<file path="src/scf_pkg.sv">
package scf_pkg;

  localparam int STICK_W     = 12;
  localparam int WORD_W      = 16;
  localparam int BYTE_W      = 8;
  localparam int NUM_STICKS  = 4;
  localparam int SUM_W       = 18;
  localparam int MAG_W       = SUM_W - 1;
  localparam int STICK_CENTRE = 2048;
  localparam int STICK_FULL  = 4095;

  localparam int PEER_W      = 24;
  localparam int CFG_DATA_W  = 24;
  localparam int CFG_IDX_W   = 1;
  localparam logic [CFG_IDX_W-1:0] CFG_PEER_ADDR_TAIL  = 1'd0;
  localparam logic [CFG_IDX_W-1:0] CFG_EXTRA_FLAG_BYTE = 1'd1;

  localparam int IDX_W = 4;
  localparam logic [IDX_W-1:0] BYTE_PEER3    = 4'd0;
  localparam logic [IDX_W-1:0] BYTE_PEER4    = 4'd1;
  localparam logic [IDX_W-1:0] BYTE_PEER5    = 4'd2;
  localparam logic [IDX_W-1:0] BYTE_THR_LO   = 4'd3;
  localparam logic [IDX_W-1:0] BYTE_THR_HI   = 4'd4;
  localparam logic [IDX_W-1:0] BYTE_ROLL_LO  = 4'd5;
  localparam logic [IDX_W-1:0] BYTE_ROLL_HI  = 4'd6;
  localparam logic [IDX_W-1:0] BYTE_PITCH_LO = 4'd7;
  localparam logic [IDX_W-1:0] BYTE_PITCH_HI = 4'd8;
  localparam logic [IDX_W-1:0] BYTE_YAW_LO   = 4'd9;
  localparam logic [IDX_W-1:0] BYTE_YAW_HI   = 4'd10;
  localparam logic [IDX_W-1:0] BYTE_FLAGS    = 4'd11;
  localparam logic [IDX_W-1:0] BYTE_EXTRA    = 4'd12;
  localparam logic [IDX_W-1:0] BYTE_CSUM     = 4'd13;

  typedef enum logic [1:0] {
    PH_ACCUM,
    PH_DIVIDE,
    PH_ADJUST
  } lane_phase_t;

  typedef struct packed {
    logic        load;
    lane_phase_t phase;
  } lane_ctrl_t;

  typedef struct packed {
    logic                                valid;
    logic [NUM_STICKS-1:0][WORD_W-1:0]   words;
    logic [BYTE_W-1:0]                   flags;
  } pkt_req_t;

endpackage

</file>
<file path="src/scf_in_if.sv">
interface scf_in_if;
  logic                          valid;
  logic                          ready;
  logic [scf_pkg::STICK_W-1:0]   throttle_sample;
  logic [scf_pkg::STICK_W-1:0]   roll_raw;
  logic [scf_pkg::STICK_W-1:0]   pitch_raw;
  logic [scf_pkg::STICK_W-1:0]   yaw_raw;
  logic                          mode_button;
  logic                          option_button;
  logic                          flip_button;
  logic                          arm_button;

  modport source (
    output valid, throttle_sample, roll_raw, pitch_raw, yaw_raw,
           mode_button, option_button, flip_button, arm_button,
    input  ready
  );
  modport sink (
    input  valid, throttle_sample, roll_raw, pitch_raw, yaw_raw,
           mode_button, option_button, flip_button, arm_button,
    output ready
  );
endinterface

</file>
<file path="src/scf_out_if.sv">
interface scf_out_if;
  logic                        valid;
  logic                        ready;
  logic [scf_pkg::BYTE_W-1:0]  packet_byte;
  logic                        last_byte;

  modport source (output valid, packet_byte, last_byte, input ready);
  modport sink (input valid, packet_byte, last_byte, output ready);
endinterface

</file>
<file path="src/scf_lane.sv">
module scf_lane #(
  parameter int CAL_SAMPLES = 50,
  parameter bit INVERT      = 1'b0
) (
  input  logic                          clk,
  input  logic                          rst_n,
  input  scf_pkg::lane_ctrl_t           ctrl,
  input  logic [scf_pkg::STICK_W-1:0]   raw,
  output logic [scf_pkg::WORD_W-1:0]    word_r
);

  localparam int SUM_W   = scf_pkg::SUM_W;
  localparam int MAG_W   = scf_pkg::MAG_W;
  localparam int WORD_W  = scf_pkg::WORD_W;
  localparam int SHIFT_L = $clog2(CAL_SAMPLES);
  localparam int K       = MAG_W + SHIFT_L;
  localparam int RECIP_W = MAG_W + 1;
  localparam int PROD_W  = MAG_W + RECIP_W;
  localparam longint unsigned RECIP =
    ((64'd1 << K) + longint'(CAL_SAMPLES) - 64'd1) / longint'(CAL_SAMPLES);

  logic signed [SUM_W-1:0]  bias_r, bias_nxt;
  logic [WORD_W-1:0]        word_nxt;
  logic signed [SUM_W-1:0]  raw_s;
  logic signed [SUM_W-1:0]  diff;
  logic [MAG_W-1:0]         mag;
  logic [RECIP_W-1:0]       recip;
  logic [PROD_W-1:0]        prod;
  logic [PROD_W-1:0]        shifted;
  logic [MAG_W-1:0]         quot;
  logic [WORD_W-1:0]        value;

  assign raw_s   = $signed({{(SUM_W-scf_pkg::STICK_W){1'b0}}, raw});
  assign diff    = raw_s - bias_r;
  assign recip   = RECIP_W'(RECIP);
  // Divide the magnitude by reciprocal multiply; exact for every sum in range.
  assign mag     = bias_r[SUM_W-1] ? MAG_W'(-bias_r) : MAG_W'(bias_r);
  assign prod    = PROD_W'(mag) * PROD_W'(recip);
  assign shifted = prod >> K;
  assign quot    = shifted[MAG_W-1:0];

  always_comb begin
    bias_nxt = bias_r;
    value    = WORD_W'(raw);
    unique case (ctrl.phase)
      scf_pkg::PH_ACCUM: begin
        bias_nxt = bias_r + raw_s - SUM_W'(scf_pkg::STICK_CENTRE);
      end
      scf_pkg::PH_DIVIDE: begin
        bias_nxt = bias_r[SUM_W-1] ? -$signed({1'b0, quot}) : $signed({1'b0, quot});
      end
      scf_pkg::PH_ADJUST: begin
        // clamp to zero below the bias
        value = (raw_s < bias_r) ? '0 : diff[WORD_W-1:0];
      end
      default: begin
        value = WORD_W'(raw);
      end
    endcase
    word_nxt = INVERT ? (WORD_W'(scf_pkg::STICK_FULL) - value) : value;
  end

  always_ff @(posedge clk) begin
    if (!rst_n) begin
      bias_r <= '0;
    end else if (ctrl.load) begin
      bias_r <= bias_nxt;
    end
  end

  always_ff @(posedge clk) begin
    if (ctrl.load) begin
      word_r <= word_nxt;
    end
  end

endmodule

</file>
<file path="src/scf_framer.sv">
module scf_framer (
  input  logic                          clk,
  input  logic                          rst_n,
  input  scf_pkg::pkt_req_t             pkt,
  input  logic [scf_pkg::PEER_W-1:0]    peer_addr_tail,
  input  logic [scf_pkg::BYTE_W-1:0]    extra_flag_byte,
  output logic                          pkt_take,
  scf_out_if.source                     out_ch
);

  localparam int BYTE_W = scf_pkg::BYTE_W;
  localparam int IDX_W  = scf_pkg::IDX_W;

  logic                                                  busy_r, busy_nxt;
  logic [IDX_W-1:0]                                      idx_r, idx_nxt;
  logic [BYTE_W-1:0]                                     csum_r, csum_nxt;
  logic [scf_pkg::NUM_STICKS-1:0][scf_pkg::WORD_W-1:0]   words_r;
  logic [BYTE_W-1:0]                                     flags_r;
  logic                                                  out_valid_r, out_valid_nxt;
  logic [BYTE_W-1:0]                                     out_byte_r;
  logic                                                  out_last_r;
  logic                                                  out_load;
  logic                                                  at_last;
  logic [BYTE_W-1:0]                                     byte_sel;

  assign out_load = busy_r && (!out_valid_r || out_ch.ready);
  assign at_last  = (idx_r == scf_pkg::BYTE_CSUM);
  assign pkt_take = pkt.valid && (!busy_r || (out_load && at_last));

  always_comb begin
    unique case (idx_r)
      scf_pkg::BYTE_PEER3:    byte_sel = peer_addr_tail[23:16];
      scf_pkg::BYTE_PEER4:    byte_sel = peer_addr_tail[15:8];
      scf_pkg::BYTE_PEER5:    byte_sel = peer_addr_tail[7:0];
      scf_pkg::BYTE_THR_LO:   byte_sel = words_r[0][7:0];
      scf_pkg::BYTE_THR_HI:   byte_sel = words_r[0][15:8];
      scf_pkg::BYTE_ROLL_LO:  byte_sel = words_r[1][7:0];
      scf_pkg::BYTE_ROLL_HI:  byte_sel = words_r[1][15:8];
      scf_pkg::BYTE_PITCH_LO: byte_sel = words_r[2][7:0];
      scf_pkg::BYTE_PITCH_HI: byte_sel = words_r[2][15:8];
      scf_pkg::BYTE_YAW_LO:   byte_sel = words_r[3][7:0];
      scf_pkg::BYTE_YAW_HI:   byte_sel = words_r[3][15:8];
      scf_pkg::BYTE_FLAGS:    byte_sel = flags_r;
      scf_pkg::BYTE_EXTRA:    byte_sel = extra_flag_byte;
      scf_pkg::BYTE_CSUM:     byte_sel = csum_r;
      default:                byte_sel = csum_r;
    endcase
  end

  always_comb begin
    busy_nxt      = busy_r;
    idx_nxt       = idx_r;
    csum_nxt      = csum_r;
    out_valid_nxt = out_valid_r;
    if (out_ch.ready) begin
      out_valid_nxt = 1'b0;
    end
    if (out_load) begin
      out_valid_nxt = 1'b1;
      idx_nxt       = idx_r + 1'b1;
      csum_nxt      = csum_r + byte_sel;
      if (at_last) begin
        busy_nxt = 1'b0;
      end
    end
    if (pkt_take) begin
      busy_nxt = 1'b1;
      idx_nxt  = scf_pkg::BYTE_PEER3;
      csum_nxt = '0;
    end
  end

  always_ff @(posedge clk) begin
    if (!rst_n) begin
      busy_r      <= 1'b0;
      idx_r       <= scf_pkg::BYTE_PEER3;
      csum_r      <= '0;
      out_valid_r <= 1'b0;
    end else begin
      busy_r      <= busy_nxt;
      idx_r       <= idx_nxt;
      csum_r      <= csum_nxt;
      out_valid_r <= out_valid_nxt;
    end
  end

  always_ff @(posedge clk) begin
    if (pkt_take) begin
      words_r <= pkt.words;
      flags_r <= pkt.flags;
    end
    if (out_load) begin
      out_byte_r <= byte_sel;
      out_last_r <= at_last;
    end
  end

  assign out_ch.valid       = out_valid_r;
  assign out_ch.packet_byte = out_byte_r;
  assign out_ch.last_byte   = out_last_r;

endmodule

</file>
<file path="src/stick_calibrate_and_packet_framer.sv">
// Stick calibration and control packet framer.
//
// in_ch (valid/ready): one request per stick sample, carrying four 12-bit
//   stick values and four button levels. A request is taken when valid and
//   ready are both high at a rising edge of clk.
// out_ch (valid/ready): 14 bytes per sample, byte 0 first; last_byte marks
//   byte 13, the byte-sum checksum that ends the packet.
// cfg_we/cfg_index/cfg_wdata: write the peer address tail (index 0) and the
//   extra flag byte (index 1); write only while no packet is in flight.
// A taken request passes the packet stage, the framer registers and the output
//   register before its first byte shows on out_ch; the remaining bytes follow
//   one per cycle while out_ch is ready, through the single byte-wide output
//   register. A sample request is taken while the previous packet is still
//   streaming out; one finished sample waits in the packet stage.
// Four stick lanes run side by side; the framer merges their words.
// Reset (rst_n low, synchronous) clears the sample count, bias sums, mode
//   bits and config registers and drops any partial packet.
// When out_ch stalls, hold the current byte; once the packet stage fills,
//   in_ch ready drops until the framer takes the waiting sample.
module stick_calibrate_and_packet_framer #(
  parameter int CAL_SAMPLES = 50
) (
  input  logic                              clk,
  input  logic                              rst_n,
  scf_in_if.sink                            in_ch,
  scf_out_if.source                         out_ch,
  input  logic                              cfg_we,
  input  logic [scf_pkg::CFG_IDX_W-1:0]     cfg_index,
  input  logic [scf_pkg::CFG_DATA_W-1:0]    cfg_wdata
);

  localparam int CNT_W = $clog2(CAL_SAMPLES + 2);
  localparam int NUM_STICKS = scf_pkg::NUM_STICKS;

  logic [CNT_W-1:0]                 count_r, count_nxt;
  logic                             ctl_mode_r, ctl_mode_nxt;
  logic                             alt_mode_r, alt_mode_nxt;
  logic                             mode_prev_r, opt_prev_r;
  logic                             pkt_valid_r, pkt_valid_nxt;
  logic [scf_pkg::BYTE_W-1:0]       flags_r;
  logic [scf_pkg::PEER_W-1:0]       peer_r;
  logic [scf_pkg::BYTE_W-1:0]       extra_r;
  logic                             accept;
  logic                             pkt_take;
  scf_pkg::lane_ctrl_t              lane_ctrl;
  scf_pkg::pkt_req_t                pkt;
  logic [NUM_STICKS-1:0][scf_pkg::STICK_W-1:0] raw;
  logic [NUM_STICKS-1:0][scf_pkg::WORD_W-1:0]  words;

  // The packet stage frees up in the same cycle the framer takes it.
  assign in_ch.ready = !pkt_valid_r || pkt_take;
  assign accept      = in_ch.valid && in_ch.ready;

  assign raw[0] = in_ch.throttle_sample;
  assign raw[1] = in_ch.roll_raw;
  assign raw[2] = in_ch.pitch_raw;
  assign raw[3] = in_ch.yaw_raw;

  always_comb begin
    lane_ctrl.load = accept;
    priority if (count_r < CNT_W'(CAL_SAMPLES)) begin
      lane_ctrl.phase = scf_pkg::PH_ACCUM;
    end else if (count_r == CNT_W'(CAL_SAMPLES)) begin
      lane_ctrl.phase = scf_pkg::PH_DIVIDE;
    end else begin
      lane_ctrl.phase = scf_pkg::PH_ADJUST;
    end
  end

  // Mode bits toggle on rising button edges; the new value goes in this packet.
  always_comb begin
    count_nxt     = count_r;
    ctl_mode_nxt  = ctl_mode_r ^ (in_ch.mode_button & ~mode_prev_r);
    alt_mode_nxt  = alt_mode_r ^ (in_ch.option_button & ~opt_prev_r);
    pkt_valid_nxt = pkt_valid_r;
    if (pkt_take) begin
      pkt_valid_nxt = 1'b0;
    end
    if (accept) begin
      pkt_valid_nxt = 1'b1;
      // Advance through calibration, then park one past the sample budget.
      if (count_r <= CNT_W'(CAL_SAMPLES)) begin
        count_nxt = count_r + 1'b1;
      end
    end
  end

  always_ff @(posedge clk) begin
    if (!rst_n) begin
      count_r     <= '0;
      ctl_mode_r  <= 1'b0;
      alt_mode_r  <= 1'b0;
      mode_prev_r <= 1'b0;
      opt_prev_r  <= 1'b0;
      pkt_valid_r <= 1'b0;
    end else begin
      pkt_valid_r <= pkt_valid_nxt;
      if (accept) begin
        count_r     <= count_nxt;
        ctl_mode_r  <= ctl_mode_nxt;
        alt_mode_r  <= alt_mode_nxt;
        mode_prev_r <= in_ch.mode_button;
        opt_prev_r  <= in_ch.option_button;
      end
    end
  end

  always_ff @(posedge clk) begin
    if (accept) begin
      flags_r <= {4'b0000, alt_mode_nxt, ctl_mode_nxt, in_ch.flip_button, in_ch.arm_button};
    end
  end

  // Configuration registers; ignore indexes that name nothing.
  always_ff @(posedge clk) begin
    if (!rst_n) begin
      peer_r  <= '0;
      extra_r <= '0;
    end else if (cfg_we) begin
      unique case (cfg_index)
        scf_pkg::CFG_PEER_ADDR_TAIL:  peer_r  <= cfg_wdata[scf_pkg::PEER_W-1:0];
        scf_pkg::CFG_EXTRA_FLAG_BYTE: extra_r <= cfg_wdata[scf_pkg::BYTE_W-1:0];
        default: begin
          peer_r <= peer_r;
        end
      endcase
    end
  end

  // One lane per stick; the throttle lane inverts its word.
  for (genvar g = 0; g < NUM_STICKS; g++) begin : g_lane
    scf_lane #(
      .CAL_SAMPLES (CAL_SAMPLES),
      .INVERT      (g == 0)
    ) u_lane (
      .clk    (clk),
      .rst_n  (rst_n),
      .ctrl   (lane_ctrl),
      .raw    (raw[g]),
      .word_r (words[g])
    );
  end

  assign pkt.valid = pkt_valid_r;
  assign pkt.words = words;
  assign pkt.flags = flags_r;

  scf_framer u_framer (
    .clk             (clk),
    .rst_n           (rst_n),
    .pkt             (pkt),
    .peer_addr_tail  (peer_r),
    .extra_flag_byte (extra_r),
    .pkt_take        (pkt_take),
    .out_ch          (out_ch)
  );

endmodule

</file>
<file path="src/flat_wrapper.sv">
// flat-port wrapper written by rule: the top's interface ports become plain ports
module stick_calibrate_and_packet_framer_flat 
#(
  parameter int CAL_SAMPLES = 50
)
  (clk, rst_n, cfg_we, cfg_index, cfg_wdata, in_ch_valid, in_ch_throttle_sample, in_ch_roll_raw, in_ch_pitch_raw, in_ch_yaw_raw, in_ch_mode_button, in_ch_option_button, in_ch_flip_button, in_ch_arm_button, in_ch_ready, out_ch_valid, out_ch_packet_byte, out_ch_last_byte, out_ch_ready);
  scf_in_if in_ch_i ();
  scf_out_if out_ch_i ();
  input  logic clk;
  input  logic rst_n;
  input  logic cfg_we;
  input  logic [scf_pkg::CFG_IDX_W-1:0] cfg_index;
  input  logic [scf_pkg::CFG_DATA_W-1:0] cfg_wdata;
  input wire logic [$bits(in_ch_i.valid)-1:0] in_ch_valid;
  input wire logic [$bits(in_ch_i.throttle_sample)-1:0] in_ch_throttle_sample;
  input wire logic [$bits(in_ch_i.roll_raw)-1:0] in_ch_roll_raw;
  input wire logic [$bits(in_ch_i.pitch_raw)-1:0] in_ch_pitch_raw;
  input wire logic [$bits(in_ch_i.yaw_raw)-1:0] in_ch_yaw_raw;
  input wire logic [$bits(in_ch_i.mode_button)-1:0] in_ch_mode_button;
  input wire logic [$bits(in_ch_i.option_button)-1:0] in_ch_option_button;
  input wire logic [$bits(in_ch_i.flip_button)-1:0] in_ch_flip_button;
  input wire logic [$bits(in_ch_i.arm_button)-1:0] in_ch_arm_button;
  output wire logic [$bits(in_ch_i.ready)-1:0] in_ch_ready;
  output wire logic [$bits(out_ch_i.valid)-1:0] out_ch_valid;
  output wire logic [$bits(out_ch_i.packet_byte)-1:0] out_ch_packet_byte;
  output wire logic [$bits(out_ch_i.last_byte)-1:0] out_ch_last_byte;
  input wire logic [$bits(out_ch_i.ready)-1:0] out_ch_ready;
  assign in_ch_i.valid = in_ch_valid;
  assign in_ch_i.throttle_sample = in_ch_throttle_sample;
  assign in_ch_i.roll_raw = in_ch_roll_raw;
  assign in_ch_i.pitch_raw = in_ch_pitch_raw;
  assign in_ch_i.yaw_raw = in_ch_yaw_raw;
  assign in_ch_i.mode_button = in_ch_mode_button;
  assign in_ch_i.option_button = in_ch_option_button;
  assign in_ch_i.flip_button = in_ch_flip_button;
  assign in_ch_i.arm_button = in_ch_arm_button;
  assign in_ch_ready = in_ch_i.ready;
  assign out_ch_valid = out_ch_i.valid;
  assign out_ch_packet_byte = out_ch_i.packet_byte;
  assign out_ch_last_byte = out_ch_i.last_byte;
  assign out_ch_i.ready = out_ch_ready;
  stick_calibrate_and_packet_framer #(.CAL_SAMPLES(CAL_SAMPLES)) u_core (.clk(clk), .rst_n(rst_n), .in_ch(in_ch_i), .out_ch(out_ch_i), .cfg_we(cfg_we), .cfg_index(cfg_index), .cfg_wdata(cfg_wdata));
endmodule
</file>
<file path="config.mk">
export PLATFORM = sky130hd
export DESIGN_NAME = stick_calibrate_and_packet_framer_flat
export DESIGN_NICKNAME = d
export VERILOG_FILES = /design/src/scf_pkg.sv /design/src/scf_in_if.sv /design/src/scf_out_if.sv /design/src/scf_lane.sv /design/src/scf_framer.sv /design/src/stick_calibrate_and_packet_framer.sv /design/src/flat_wrapper.sv
export SDC_FILE = /design/constraint.sdc
export NUM_CORES = 2
export LEC_CHECK = 0
export ABC_AREA = 0
export BUFFER_PORTS_ARGS = -buffer_cell sky130_fd_sc_hd__buf_2
export CAP_MARGIN = 25
export CORE_MARGIN = 4
export CORE_UTILIZATION = 54
export CTS_BUF_LIST = sky130_fd_sc_hd__clkbuf_4
export CTS_CLUSTER_DIAMETER = 100
export CTS_CLUSTER_SIZE = 12
export DETAILED_ROUTE_END_ITERATION = 12
export HOLD_SLACK_MARGIN = 0.05
export PLACE_DENSITY_LB_ADDON = 0.25
export SKIP_LAST_GASP = 1
export SYNTH_ARGS = -nofsm -noshare
export SYNTH_HDL_FRONTEND = slang
export SYNTH_HIERARCHICAL = 1
export SYNTH_SLANG_ARGS = --single-unit
</file>
<file path="constraint.sdc">
create_clock -name clk -period 22.4 [get_ports clk]
set_clock_uncertainty 0.05 [all_clocks]
set_input_delay 2.24 -clock clk [delete_from_list [all_inputs] [get_ports clk]]
set_output_delay 2.24 -clock clk [all_outputs]
set_load 0.005 [all_outputs]
</file>
==> summary.md <==
| Metric | Value |
|---|---|
| Initial drt markers | between 2000 and 2500 |
| Number of buffers added by the clock tree synthesis step | 28 |
| Biggest area consumer among synthesized cells | sky130_fd_sc_hd__ha_1 |
| Final hold violations | 0 |
| Number of antenna violations at the first check in global routing | 3 |
| Critical path endpoint category | register |
| List of most frequent post-synthesis cells | sky130_fd_sc_hd__inv_1, sky130_fd_sc_hd__ha_1, sky130_fd_sc_hd__fa_1 |
| Maximum clock insertion buffer count | 3 |
| Top post-synthesis cells by area | sky130_fd_sc_hd__ha_1, sky130_fd_sc_hd__fa_1, sky130_fd_sc_hd__edfxtp_1, sky130_fd_sc_hd__inv_1, sky130_fd_sc_hd__dfxtp_1 |
| Synthesis-stage register bit count | 278 |
| Crit path kind | reg -> reg |
| Clock-pin slew on the worst setup and hold paths | 0.13 ns |
| Worst path max stage delay | 0.82 ns |
| CP most frequent cell | sky130_fd_sc_hd__inv_1 |
| Starting Density | 54.86% |
| Full die area | 0.08378 mm2 |
| Final setup violation count | 0 |
| Post-synth EDFFs | 149 |
| Vias post-DR | 32491 |
| Leading register cell type out of synthesis | sky130_fd_sc_hd__edfxtp_1 |
| Maximum clock rate | 108.0 MHz |
| Critical-path top delay cell | sky130_fd_sc_hd__xnor2_1 |
| Unique masters post-synth | 130 |
| Count of buffers added by post-CTS timing repair for setup | 0 |
| Number of maximum-capacitance violations | 0 |
| Core area | between 0.07 and 0.08 mm2 |
| Clock root buffer | sky130_fd_sc_hd__clkbuf_4 |
| Total negative slack for setup checks | 0 ns |
| Shortest clock period the worst path allows after layout | 9.260 ns |
| H-tree level count | 1 |
| Critical path startpoint category | register |
| Most common cell in the netlist | sky130_fd_sc_hd__inv_1 |
| Number of detailed-route iterations in the first pass | 6 |
| Final cycle utilization of the critical path | 41.34% |
| Count of unresolved DRC violations after routing | 0 |
| Insertion delay of the later-clocked pin in the worst-skew pair | 0.82 ns |
| Sequential share of the synthesized area | between 10% and 20% |
| Buf+Inv Stages, Crit Path | 8 |
| Count of warnings emitted by yosys | 6 |
| Global-route wire length before repair | 172.6 mm |
| Kind of path behind the tightest hold check | reg -> reg |
| Antenna viol nets, final | 0 |
| Synth-to-layout area growth | 4.970% |
| Num ports | 93 |
| CP top delay family | adder cells |
| Final slew viol count | 0 |
| Via count of the first global-routing pass | 32568 |
| Cell row count | 102 |
| Result of the run | finished, final reports clean |
| Port-buffer cells | 92 |
| Arrival @ worst endpoint | around 9.9 ns |
| Largest net degree at the start of global routing | 72 |
| Average wire per cell in the routed design | 18.22 um |
| TritonCTS clock tree | yes |
| Final wirelength | approximately 110 mm |
| Slack of the worst reg-to-reg path | 13.14 ns |
| Number of vias per cell after detailed routing | 5.569 |
| Synthesized area per cell | 9.098 um2 |
| Required @ worst endpoint | roughly 23 ns |
| Relative slew margins | 24.09% |
| Transition time at the pin with the least slew margin | approximately 1.1 ns |
| Ratio of cells with drive above 1 in the final layout | 6.262% |
| Total of cells resized after clock tree synthesis | 0 |
| Height of the chip | 289.5 um |
| Cell area after synthesis | 0.04278 mm2 |
| Detailed Place HPWL | 90.33 mm |
| Total of hold buffers inserted after clock tree synthesis | 0 |
| Post-Syn Instances | ~4700 |
| Die boundary width | 289.5 um |
| Final weighted congestion of routability-driven global placement | 0.9160 |
| Leftover overflow at the end of global routing | 0 |
| Maximum fanout along the worst path | 8 |
| GRT Util Overall | 25.60% |
| Share of flip-flops with an asynchronous set or reset | 0% |
| Proportion of netlist area held by the largest area contributor | 22.17% |
| Number of sinks on the clock net | 278 |
| Unrepaired setup endpoints after global routing | no |
| Total Nets Final | 6037 |
## kinds of logic after synthesis
logic type	Yosys count	synth area share, %
simple gates	908	10.55
flops	278	16.50
xor+xnor	273	5.686
other cells	1	0.008766
buf+inv	1104	9.798
compound gates	930	14.72
fa+ha+maj	1186	42.20
mux	22	0.5411
## metal layers
metal | track usage [%] | vias up | routed length (um)
met2 | 41.76 | 752 | 48380
met4 | 5.323 | 2 | 2323
met5 | 0 | - | 10
li1 | - | 15953 | -
met1 | 37.40 | 15682 | 50660
met3 | 2.227 | 102 | 4941
## placed cells by master (no fill, tap or decap), types with 15 or more instances in the layout
master | netlist | layout
sky130_fd_sc_hd__a211oi_1 | 27 | 27
sky130_fd_sc_hd__a21boi_0 | 19 | 19
sky130_fd_sc_hd__a21o_1 | 47 | 47
sky130_fd_sc_hd__a21oi_1 | 257 | 257
sky130_fd_sc_hd__a22o_1 | 24 | 24
sky130_fd_sc_hd__a22oi_1 | 45 | 45
sky130_fd_sc_hd__a31oi_1 | 32 | 32
sky130_fd_sc_hd__and2_1 | 20 | 19
sky130_fd_sc_hd__and3_1 | 38 | 38
sky130_fd_sc_hd__buf_2 | 14 | 92
sky130_fd_sc_hd__buf_4 | 1 | 46
sky130_fd_sc_hd__clkbuf_4 | 0 | 48
sky130_fd_sc_hd__dfxtp_1 | 129 | 129
sky130_fd_sc_hd__edfxtp_1 | 149 | 149
sky130_fd_sc_hd__fa_1 | 428 | 428
sky130_fd_sc_hd__ha_1 | 758 | 758
sky130_fd_sc_hd__inv_1 | 993 | 993
sky130_fd_sc_hd__mux2i_1 | 16 | 16
sky130_fd_sc_hd__nand2_1 | 286 | 286
sky130_fd_sc_hd__nand2b_1 | 45 | 45
sky130_fd_sc_hd__nand3_1 | 76 | 76
sky130_fd_sc_hd__nand4_1 | 26 | 26
sky130_fd_sc_hd__nor2_1 | 185 | 185
sky130_fd_sc_hd__nor2b_1 | 33 | 32
sky130_fd_sc_hd__nor3_1 | 74 | 73
sky130_fd_sc_hd__nor4_1 | 15 | 15
sky130_fd_sc_hd__o211ai_1 | 32 | 32
sky130_fd_sc_hd__o21ai_0 | 166 | 165
sky130_fd_sc_hd__o21ai_1 | 16 | 17
sky130_fd_sc_hd__o21bai_1 | 26 | 26
sky130_fd_sc_hd__o31ai_1 | 39 | 39
sky130_fd_sc_hd__or2_2 | 23 | 23
sky130_fd_sc_hd__or3_1 | 21 | 21
sky130_fd_sc_hd__xnor2_1 | 214 | 213
sky130_fd_sc_hd__xor2_1 | 55 | 55
## flip-flops by register name, indices dropped and copies added (netlist names)
name                                cells
u_core/alt_mode_r                       1
u_core/count_r                          6
u_core/ctl_mode_r                       1
u_core/extra_r                          8
u_core/flags_r                          4
u_core/g_lane.u_lane/bias_r            72
u_core/g_lane.u_lane/word_r            64
u_core/mode_prev_r                      1
u_core/opt_prev_r                       1
u_core/peer_r                          24
u_core/pkt_valid_r                      1
u_core/u_framer/busy_r                  1
u_core/u_framer/csum_r                  8
u_core/u_framer/flags_r                 8
u_core/u_framer/idx_r                   4
u_core/u_framer/out_ch.last_byte        1
u_core/u_framer/out_ch.packet_byte      8
u_core/u_framer/out_ch.valid            1
u_core/u_framer/words_r                64
## final timing paths
check                                 endpoint                              start  cells after the start
max          u_core/g_lane[2].u_lane/bias_r[8]  u_core/g_lane[2].u_lane/bias_r[0]                     32
min                u_core/u_framer/words_r[39]  u_core/g_lane[2].u_lane/word_r[7]                      0
max reg2reg  u_core/g_lane[2].u_lane/bias_r[8]  u_core/g_lane[2].u_lane/bias_r[0]                     32
min reg2reg        u_core/u_framer/words_r[39]  u_core/g_lane[2].u_lane/word_r[7]                      0
## worst reg2reg max path: cells and delay by family (launching register included)
family                     cells  cell delay [ns]
DFF                            1             0.55
adders and majority gates      9             3.86
and+or+nand+nor                8             1.77
xor gates and xnor gates       2             1.00
muxes                          1             0.33
AOI/OAI and AO/OA              4             0.76
buffers and inverters          8             0.92
## cell type report
class / instances / area (um2)
Timing Repair Buffer: 138 / 805.8
Clock inverter: 4 / 58.81
Sequential cell: 278 / 7057
Multi-Input combinational cell: 3323 / 31560
Fill cell: 6946 / 33070
Antenna cell: 3 / 7.507
Tap cell: 1040 / 1301
Inverter: 1000 / 3755
Clock buffer: 48 / 360.3
## metrics by stage
step	worst slack (ns)	util [%]	hold WS (ns)	cells	area, um2
global route	12.53	57.58	0.3301	5833	44900
floorplan	14.41	-	0.3503	4705	42790
detailed placement	13.27	57.04	0.3545	5779	44480
finish	13.14	57.58	0.3075	5834	44900
CTS	13.25	57.58	0.2970	5831	44900
global placement	13.49	57.03	0.3507	5778	44470
Power is left out: the tool's default activity adds up to more than one toggle a clock period on the data nets, which glitch-free logic cannot reach.
